File: config.mk
export PLATFORM = sky130hd
export DESIGN_NAME = keyword_counter_tokenizer_core_flat
export DESIGN_NICKNAME = d
export VERILOG_FILES = /design/src/sv/kct_pkg.sv /design/src/sv/kct_if.sv /design/src/sv/kct_tokenizer.sv /design/src/sv/kct_search.sv /design/src/sv/keyword_counter_tokenizer_core.sv /design/src/flat_wrapper.sv
export SDC_FILE = /design/constraint.sdc
export NUM_CORES = 2
export LEC_CHECK = 0
export BUFFER_PORTS_ARGS = -buffer_cell sky130_fd_sc_hd__clkbuf_2
export CAP_MARGIN = 40
export CELL_PAD_IN_SITES_DETAIL_PLACEMENT = 0
export CELL_PAD_IN_SITES_GLOBAL_PLACEMENT = 2
export CORE_ASPECT_RATIO = 0.7
export CORE_MARGIN = 5
export CORE_UTILIZATION = 53
export CTS_CLUSTER_DIAMETER = 150
export DETAILED_ROUTE_END_ITERATION = 6
export HOLD_SLACK_MARGIN = 0.03
export PLACE_DENSITY_LB_ADDON = 0.2
export SLEW_MARGIN = 10
export SYNTH_ARGS = -nofsm -noshare
export SYNTH_HDL_FRONTEND = slang
export SYNTH_SLANG_ARGS = --single-unit
File: constraint.sdc
create_clock -name clk -period 15.35 [get_ports clk]
set_input_delay 2.3025 -clock clk [delete_from_list [all_inputs] [get_ports clk]]
set_output_delay 2.3025 -clock clk [all_outputs]
set_load 0.02 [all_outputs]
File: src/sv/kct_pkg.sv
// Package for the keyword counter tokenizer: sizes, operation codes and the
// request/result structs shared by the tokenizer, search unit and top level.
// No dependencies.
package kct_pkg;

  localparam int TABLE_DEPTH = 32;
  localparam int WORD_LIMIT  = 100;
  localparam int KEY_CHARS   = 8;

  localparam int KEY_W   = 64;
  localparam int CHAR_W  = 8;
  localparam int OP_W    = 2;
  localparam int FIDX_W  = 5;   // entry_index / hit_index field width
  localparam int COUNT_W = 16;
  localparam int ECNT_W  = 6;   // entry_count register width

  localparam int IDX_W = (TABLE_DEPTH > 1) ? $clog2(TABLE_DEPTH) : 1;
  localparam int CNT_W = $clog2(TABLE_DEPTH + 1);
  localparam int LEN_W = $clog2(WORD_LIMIT);

  localparam logic [OP_W-1:0] OP_CHAR = 2'd0;
  localparam logic [OP_W-1:0] OP_LOAD = 2'd1;
  localparam logic [OP_W-1:0] OP_READ = 2'd2;
  localparam logic [OP_W-1:0] OP_EOS  = 2'd3;

  localparam logic KIND_WORD = 1'b0;
  localparam logic KIND_READ = 1'b1;

  typedef enum logic [1:0] {
    CMD_NONE,
    CMD_LOAD,
    CMD_SEARCH,
    CMD_READ
  } cmd_t;

  typedef struct packed {
    logic             valid;
    logic [KEY_W-1:0] key;
    logic             overlong;
  } word_end_t;

  typedef struct packed {
    cmd_t              cmd;
    logic [FIDX_W-1:0] index;
    logic [KEY_W-1:0]  key;
    logic              overlong;
  } search_req_t;

  typedef struct packed {
    logic               kind;
    logic               hit;
    logic [FIDX_W-1:0]  hit_index;
    logic [COUNT_W-1:0] count_value;
  } result_t;

endpackage

File: src/sv/kct_if.sv
// Valid/ready channel interfaces for input items and result items.
// Depends on kct_pkg.
interface kct_in_if;
  logic                          valid;
  logic                          ready;
  logic [kct_pkg::OP_W-1:0]      op;
  logic [kct_pkg::CHAR_W-1:0]    ch;
  logic [kct_pkg::FIDX_W-1:0]    entry_index;
  logic [kct_pkg::KEY_W-1:0]     entry_key;

  modport source (output valid, op, ch, entry_index, entry_key, input ready);
  modport sink   (input valid, op, ch, entry_index, entry_key, output ready);
endinterface

interface kct_out_if;
  logic                          valid;
  logic                          ready;
  logic                          kind;
  logic                          hit;
  logic [kct_pkg::FIDX_W-1:0]    hit_index;
  logic [kct_pkg::COUNT_W-1:0]   count_value;

  modport source (output valid, kind, hit, hit_index, count_value, input ready);
  modport sink   (input valid, kind, hit, hit_index, count_value, output ready);
endinterface

File: src/sv/kct_tokenizer.sv
// Word assembler: classifies characters, packs the word big-endian and flags
// the end of a word. Depends on kct_pkg.
module kct_tokenizer (
  input  logic                       clk,
  input  logic                       rst,
  input  logic                       step,
  input  logic                       flush,
  input  logic [kct_pkg::CHAR_W-1:0] ch,
  output kct_pkg::word_end_t         word_end
);
  import kct_pkg::*;

  logic [KEY_W-1:0] word_key;
  logic [LEN_W-1:0] word_length;
  logic             word_overlong;

  logic [KEY_W-1:0] key_app;
  logic             ovl_app;
  logic [LEN_W:0]   len_app;
  logic             is_letter;
  logic             is_digit;
  logic             do_append;
  logic             end_now;
  logic             end_limit;

  always_comb begin
    is_letter = (ch inside {[8'h41:8'h5A], [8'h61:8'h7A]});
    is_digit  = (ch inside {[8'h30:8'h39]});

    key_app = word_key;
    for (int b = 0; b < 8; b++) begin
      if (int'(word_length) == b && b < KEY_CHARS) begin
        key_app[KEY_W-1-8*b -: 8] = ch;
      end
    end
    ovl_app = word_overlong || (int'(word_length) >= KEY_CHARS);
    len_app = {1'b0, word_length} + 1'b1;

    do_append = 1'b0;
    end_now   = 1'b0;
    if (step) begin
      if (word_length == '0) begin
        do_append = is_letter;
      end else if (is_letter || is_digit) begin
        do_append = 1'b1;
      end else begin
        end_now = 1'b1;
      end
    end else if (flush) begin
      end_now = (word_length != '0);
    end
    end_limit = do_append && (int'(len_app) >= WORD_LIMIT - 1);

    word_end.valid    = end_now || end_limit;
    word_end.key      = end_limit ? key_app : word_key;
    word_end.overlong = end_limit ? ovl_app : word_overlong;
  end

  always_ff @(posedge clk) begin
    if (rst) begin
      word_key      <= '0;
      word_length   <= '0;
      word_overlong <= 1'b0;
    end else if (word_end.valid) begin
      word_key      <= '0;
      word_length   <= '0;
      word_overlong <= 1'b0;
    end else if (do_append) begin
      word_key      <= key_app;
      word_length   <= len_app[LEN_W-1:0];
      word_overlong <= ovl_app;
    end
  end

endmodule

File: src/sv/kct_search.sv
// Keyword table, count table and the sequencer that runs the binary search
// one probe at a time through a single compare unit. Depends on kct_pkg.
module kct_search (
  input  logic                       clk,
  input  logic                       rst,
  input  kct_pkg::search_req_t       req,
  input  logic [kct_pkg::ECNT_W-1:0] entry_count,
  output logic                       idle,
  output logic                       res_valid,
  input  logic                       res_take,
  output kct_pkg::result_t           res
);
  import kct_pkg::*;

  typedef enum logic [2:0] {
    S_IDLE,
    S_PROBE,
    S_CMP,
    S_CNT_RD,
    S_CNT_WR,
    S_DONE
  } state_t;

  state_t state;

  logic [KEY_W-1:0]   key_mem [TABLE_DEPTH];
  logic [COUNT_W-1:0] cnt_mem [TABLE_DEPTH];
  logic [TABLE_DEPTH-1:0] cnt_vld;

  logic [KEY_W-1:0]   wkey;
  logic [KEY_W-1:0]   key_q;
  logic [COUNT_W-1:0] cnt_q;
  logic               vld_q;
  logic [CNT_W-1:0]   lo;
  logic [CNT_W-1:0]   hi;    // exclusive upper bound
  logic [IDX_W-1:0]   mid_q;
  logic [IDX_W-1:0]   addr;

  logic [CNT_W:0]     mid_sum;
  logic [IDX_W-1:0]   mid;
  logic [CNT_W-1:0]   n_used;
  logic [IDX_W-1:0]   req_addr;
  logic               req_in_range;
  logic [COUNT_W-1:0] cur;
  logic [COUNT_W-1:0] cnt_inc;
  logic               load_wr;
  logic               cnt_wr;

  always_comb begin
    mid_sum      = {1'b0, lo} + {1'b0, hi} - 1'b1;
    mid          = mid_sum[IDX_W:1];
    n_used       = (int'(entry_count) > TABLE_DEPTH) ? CNT_W'(TABLE_DEPTH)
                                                     : CNT_W'(entry_count);
    req_addr     = IDX_W'(req.index);
    req_in_range = (int'(req.index) < TABLE_DEPTH);
    cur          = vld_q ? cnt_q : '0;
    cnt_inc      = (cur == '1) ? cur : cur + 1'b1;
    load_wr      = (state == S_IDLE) && (req.cmd == CMD_LOAD) && req_in_range;
    cnt_wr       = (state == S_CNT_WR) && (res.kind == KIND_WORD);
  end

  assign idle      = (state == S_IDLE);
  assign res_valid = (state == S_DONE);

  // keyword table: written by loads, read at the probe address
  always_ff @(posedge clk) begin
    if (load_wr) begin
      key_mem[req_addr] <= req.key;
    end
    key_q <= key_mem[mid];
  end

  // count table; a cleared valid bit makes the entry read as zero
  always_ff @(posedge clk) begin
    if (cnt_wr) begin
      cnt_mem[addr] <= cnt_inc;
    end
    cnt_q <= cnt_mem[addr];
  end

  always_ff @(posedge clk) begin
    if (rst) begin
      state   <= S_IDLE;
      cnt_vld <= '0;
    end else begin
      case (state)
        S_IDLE: begin
          case (req.cmd)
            CMD_LOAD: begin
              if (req_in_range) begin
                cnt_vld[req_addr] <= 1'b0;
              end
            end
            CMD_SEARCH: begin
              wkey     <= req.key;
              lo       <= '0;
              hi       <= req.overlong ? '0 : n_used;
              res.kind <= KIND_WORD;
              state    <= S_PROBE;
            end
            CMD_READ: begin
              res.kind      <= KIND_READ;
              res.hit       <= 1'b0;
              res.hit_index <= req.index;
              addr          <= req_addr;
              if (req_in_range) begin
                state <= S_CNT_RD;
              end else begin
                res.count_value <= '0;
                state           <= S_DONE;
              end
            end
            default: begin
            end
          endcase
        end
        S_PROBE: begin
          if (lo < hi) begin
            mid_q <= mid;
            state <= S_CMP;
          end else begin
            res.hit         <= 1'b0;
            res.hit_index   <= '0;
            res.count_value <= '0;
            state           <= S_DONE;
          end
        end
        S_CMP: begin
          if (wkey < key_q) begin
            hi    <= CNT_W'(mid_q);
            state <= S_PROBE;
          end else if (wkey > key_q) begin
            lo    <= CNT_W'(mid_q) + 1'b1;
            state <= S_PROBE;
          end else begin
            addr  <= mid_q;
            state <= S_CNT_RD;
          end
        end
        S_CNT_RD: begin
          vld_q <= cnt_vld[addr];
          state <= S_CNT_WR;
        end
        S_CNT_WR: begin
          if (res.kind == KIND_READ) begin
            res.count_value <= cur;
          end else begin
            cnt_vld[addr]   <= 1'b1;
            res.hit         <= 1'b1;
            res.hit_index   <= FIDX_W'(addr);
            res.count_value <= cnt_inc;
          end
          state <= S_DONE;
        end
        S_DONE: begin
          if (res_take) begin
            state <= S_IDLE;
          end
        end
        default: begin
          state <= S_IDLE;
        end
      endcase
    end
  end

endmodule

File: src/sv/keyword_counter_tokenizer_core.sv
// Channel        | Dir | Payload
// req            | in  | op, ch, entry_index, entry_key
// rsp            | out | kind, hit, hit_index, count_value
// cfg_write_*    | in  | entry_count (write only)
//
// A plain character, a load, or an end of stream with no word leaves the
// search unit idle; a count read steps through count read, write, hand-off.
// A word end: key read and compare per probe (up to 6 probes at depth 32),
// then count read, write, hand-off on a hit; range check, hand-off on a miss.
// Reset is synchronous; count valid bits clear at once, no clearing pass.
// Input stalls while the search unit is busy, including while it holds a result for a full output register.
module keyword_counter_tokenizer_core (
  input  logic                       clk,
  input  logic                       rst,
  input  logic                       cfg_write_en,
  input  logic [kct_pkg::ECNT_W-1:0] cfg_write_data,
  kct_in_if.sink                     req,
  kct_out_if.source                  rsp
);
  import kct_pkg::*;

  logic [ECNT_W-1:0] entry_count;
  logic              accept;
  logic              unit_idle;
  logic              res_valid;
  logic              res_take;
  result_t           res;
  word_end_t         word_end;
  search_req_t       sreq;

  assign req.ready = unit_idle;
  assign accept    = req.valid && req.ready;

  always_ff @(posedge clk) begin
    if (rst) begin
      entry_count <= '0;
    end else if (cfg_write_en) begin
      entry_count <= cfg_write_data;
    end
  end

  kct_tokenizer u_tok (
    .clk      (clk),
    .rst      (rst),
    .step     (accept && (req.op == OP_CHAR)),
    .flush    (accept && (req.op == OP_EOS)),
    .ch       (req.ch),
    .word_end (word_end)
  );

  always_comb begin
    sreq.index    = req.entry_index;
    sreq.key      = word_end.valid ? word_end.key : req.entry_key;
    sreq.overlong = word_end.overlong;
    sreq.cmd      = CMD_NONE;
    if (accept) begin
      case (req.op)
        OP_LOAD: sreq.cmd = CMD_LOAD;
        OP_READ: sreq.cmd = CMD_READ;
        default: sreq.cmd = word_end.valid ? CMD_SEARCH : CMD_NONE;
      endcase
    end
  end

  kct_search u_search (
    .clk         (clk),
    .rst         (rst),
    .req         (sreq),
    .entry_count (entry_count),
    .idle        (unit_idle),
    .res_valid   (res_valid),
    .res_take    (res_take),
    .res         (res)
  );

  // output register: loads when empty or emptied by a transfer this cycle
  assign res_take = res_valid && (!rsp.valid || rsp.ready);

  always_ff @(posedge clk) begin
    if (rst) begin
      rsp.valid <= 1'b0;
    end else if (res_take) begin
      rsp.valid <= 1'b1;
    end else if (rsp.ready) begin
      rsp.valid <= 1'b0;
    end
  end

  always_ff @(posedge clk) begin
    if (res_take) begin
      rsp.kind        <= res.kind;
      rsp.hit         <= res.hit;
      rsp.hit_index   <= res.hit_index;
      rsp.count_value <= res.count_value;
    end
  end

endmodule
File: src/flat_wrapper.sv
// flat-port wrapper written by rule: the top's interface ports become plain ports
module keyword_counter_tokenizer_core_flat import kct_pkg::*;
  (clk, rst, cfg_write_en, cfg_write_data, req_valid, req_op, req_ch, req_entry_index, req_entry_key, req_ready, rsp_valid, rsp_kind, rsp_hit, rsp_hit_index, rsp_count_value, rsp_ready);
  kct_in_if req_i ();
  kct_out_if rsp_i ();
  input  logic clk;
  input  logic rst;
  input  logic cfg_write_en;
  input  logic [kct_pkg::ECNT_W-1:0] cfg_write_data;
  input wire logic [$bits(req_i.valid)-1:0] req_valid;
  input wire logic [$bits(req_i.op)-1:0] req_op;
  input wire logic [$bits(req_i.ch)-1:0] req_ch;
  input wire logic [$bits(req_i.entry_index)-1:0] req_entry_index;
  input wire logic [$bits(req_i.entry_key)-1:0] req_entry_key;
  output wire logic [$bits(req_i.ready)-1:0] req_ready;
  output wire logic [$bits(rsp_i.valid)-1:0] rsp_valid;
  output wire logic [$bits(rsp_i.kind)-1:0] rsp_kind;
  output wire logic [$bits(rsp_i.hit)-1:0] rsp_hit;
  output wire logic [$bits(rsp_i.hit_index)-1:0] rsp_hit_index;
  output wire logic [$bits(rsp_i.count_value)-1:0] rsp_count_value;
  input wire logic [$bits(rsp_i.ready)-1:0] rsp_ready;
  assign req_i.valid = req_valid;
  assign req_i.op = req_op;
  assign req_i.ch = req_ch;
  assign req_i.entry_index = req_entry_index;
  assign req_i.entry_key = req_entry_key;
  assign req_ready = req_i.ready;
  assign rsp_valid = rsp_i.valid;
  assign rsp_kind = rsp_i.kind;
  assign rsp_hit = rsp_i.hit;
  assign rsp_hit_index = rsp_i.hit_index;
  assign rsp_count_value = rsp_i.count_value;
  assign rsp_i.ready = rsp_ready;
  keyword_counter_tokenizer_core u_core (.clk(clk), .rst(rst), .cfg_write_en(cfg_write_en), .cfg_write_data(cfg_write_data), .req(req_i), .rsp(rsp_i));
endmodule
==> metrics <==
CTS tree=built; Port Buffers=about 110; worst flop-to-flop path startpoint=u_core.u_search.state[0]; synthesized area per cell=18.97 µm²; CP delay by family, top=buffers and inverters; Tmin final=~6.0 ns; Worst-path clk slew=roughly 0.060 ns; register bit total from synthesis=between 2000 and 3000; endpoints failing hold=0; initial antenna violation count=14; Lkg Pwr=~42 nW; fin. max-slew vios=0; post-CTS setup buffer count=0; fin nets=approximately 6400; gr ovfl total=0; P&R area growth vs syn=13.81%; syn nets=approximately 6000; Sink Count=slightly below 3000; cts bufs inserted=278; Worst Clk Skew=0.05928 ns; drt drc=0; via count of the first global-routing pass=56610; Netlist cell types=65; latest clock arrival within the worst-skew pair=~0.85 ns; RSZ-0062 raised after global routing=no; Synth Cell Area=0.1115 mm²; period utilization=just under 40%; Max stage delay on crit path=a little under 0.9 ns; Final ANT Viol Nets=0; Mapped Cells=around 5900; wire per inst=approximately 33 µm; DR vias/cell=6.373; Critical Path RT=approximately 16 ns; die area=approximately 0.22 mm²; area leader, netlist=edfxtp_1; Max Buffers Root-to-Sink=4; cts repair resizes=0; CTS root buf=clkbuf_16; top-count cell post-synth=edfxtp_1; Worst Path Arrival=6.44 ns; startpoint types=input port; maxcap violations=0; CP Cell Sequence=clkbuf_2, a21oi_1, o22a_1, a22oi_2, a211oi_1, or2_4, buf_4, buf_4, mux2_1; fillers=between 10000 and 15000; die height=about 390 µm; Peak VDD IR=about 150 µV; dpl hpwl=174.2 mm; status=finished clean; CP bufs+invs=3; sequential cell area fraction in the yosys report=approximately 76%; initial drt markers=about 7900; crit path max fanout=36; Yosys warning count=0; largest net degree at the start of global routing=between 100 and 150; critical path class=input port to flip-flop; via count=58480; Critical Path Start=req_ch[0]; total global-route track usage=27.42%; Synth top area share=between 70% and 80%; Core ar.=about 0.21 mm²; Final setup viols=0; fmax=167.7 MHz; Critical Path End Type=flip-flop; hold path startpoint=u_core.u_search.res[2]; H-tree levels=5; row count=140; # hold bufs at CTS=0; Routed WL=302.7 mm; IO Pins=between 100 and 150; Commonest cells post-synth=edfxtp_1 (2693), nand2_1 (699), mux4_2 (648), nand3_1 (339), clkbuf_1 (232); Area contributors post-synth=edfxtp_1 (73%), mux4_2 (13%), dfxtp_1 (3.5%); most used cell, CP=buf_4; DRT Pass-1 Iters=6; Starting Density=a little over half; PwrDens=roughly 130 mW/mm²; Final Util=about three fifths; Sum Neg Setup Slack=0 ns; Post-synth EDFFs=approximately 2700; global-route wire length before repair=approximately 430 mm; Slowest-stage cell, CP=mux2_1; share of cells above drive strength 1=a little under a quarter; Synth async-reset ratio=0%; Worst Tran Pin Value=~1.1 ns; Final GP Congestion=about 0.8; commonest register cell after synthesis=edfxtp_1; Die Width=~560 µm; Max-slew headroom=between 20% and 30%; Hold Path Class=flip-flop to flip-flop
## final timing paths
kind,slack (ns),to,depth (start not counted)
setup / recovery,9.39,u_core.u_search.key_mem[31][47],9
hold reg to reg,0.42,u_core.rsp.count_value[2],0
hold / removal,0.42,u_core.rsp.count_value[2],0
setup reg to reg,10.02,u_core.u_search.key_mem[31][47],8
## flip-flops by register name (all words and copies together) (netlist names)
name and flops:
u_core.u_search.vld_q 1, u_core.u_search.key_q 64, u_core.u_search.cnt_mem 512, u_core.u_search.lo 6
u_core.u_search.hi 6, u_core.u_search.state 3, u_core.u_search.key_mem 2048, u_core.rsp.hit 1
u_core.u_search.wkey 64, u_core.rsp.kind 1, u_core.u_search.cnt_vld 32, u_core.u_search.res 23
u_core.u_tok.word_overlong 1, u_core.entry_count 6, u_core.u_search.mid_q 5, u_core.u_search.cnt_q 16
u_core.rsp.hit_index 5, u_core.u_search.addr 5, u_core.rsp.valid 1, u_core.u_tok.word_length 7
u_core.u_tok.word_key 64, u_core.rsp.count_value 16
## per-layer routing
metal | track usage [%] | part of all wire [%] | vias up
met5 | 0 | 0.018 | -
met4 | 5.761 | 2.1 | 8
met3 | 5.733 | 9.5 | 403
met2 | 39.98 | 45 | 2857
met1 | 43.34 | 44 | 31220
li1 | - | - | 24000
## report_power, final
part	leakage [nW]	switching, mW	internal [mW]
registers	25.9	0.0183	8.63
logic	11.9	0.336	0.147
clock network	4.38	2.91	3.90
## cells in the final DEF, fill, tap and decap left out, drive strengths merged, types with 7 or more instances in the layout
master    count
ha           86
xor2         21
a21oi        68
clkinvlp      9
diode         9
clkinv       83
nor2b         7
buf         231
mux2         64
nor3         19
nand4        44
a22oi        75
bufinv       21
mux4        648
dfxtp       194
nand2       699
and2          8
and3         14
clkbuf      487
edfxtp     2693
mux2i        63
inv         140
nor4         11
o21ai       119
xnor2        20
nor2        158
nand3       339
## cell families (layout without fill, tap and decap cells)
| logic type | after synthesis | after routing | share of synthesized area (%) |
|---|---|---|---|
| other | 0 | 9 | 0 |
| DFF | 2887 | 2887 | 75.99 |
| muxes | 775 | 775 | 14.30 |
| and+or+nand+nor | 1332 | 1332 | 5.197 |
| adders and majority gates | 87 | 87 | 0.9827 |
| xor gates and xnor gates | 41 | 41 | 0.3220 |
| AOI/OAI and AO/OA | 305 | 305 | 1.658 |
| buffers and inverters | 452 | 972 | 1.557 |
## layout make-up
cell class	instances	area (µm²)	area share, %
clock inverter	123	1282	1.010
timing repair buffer	347	3711	2.924
clock buffer	372	7699	6.065
inverter	130	500.5	0.3943
sequential	2887	84750	66.77
antenna	9	22.52	0.01774
tap	2769	3465	2.729
multi-input combinational	2540	25500	20.09
## stage by stage
| stage | hold slack [ns] | setup WS [ns] | instances | total power [mW] | cell area [µm²] |
|---|---|---|---|---|---|
| CTS | 0.4196 | 9.457 | 9152 | 16.04 | 126600 |
| floorplan | 0.4003 | 8.136 | 5879 | 9.086 | 111500 |
| global route | 0.4346 | 9.270 | 9168 | 16.41 | 126900 |
| global placement | 0.4035 | 8.589 | 8583 | 9.272 | 115900 |
| finish | 0.4175 | 9.386 | 9177 | 15.93 | 126900 |
| detailed placement | 0.4062 | 8.559 | 8657 | 9.290 | 117700 |
No activity file was read; power rests on OpenSTA's default activity.
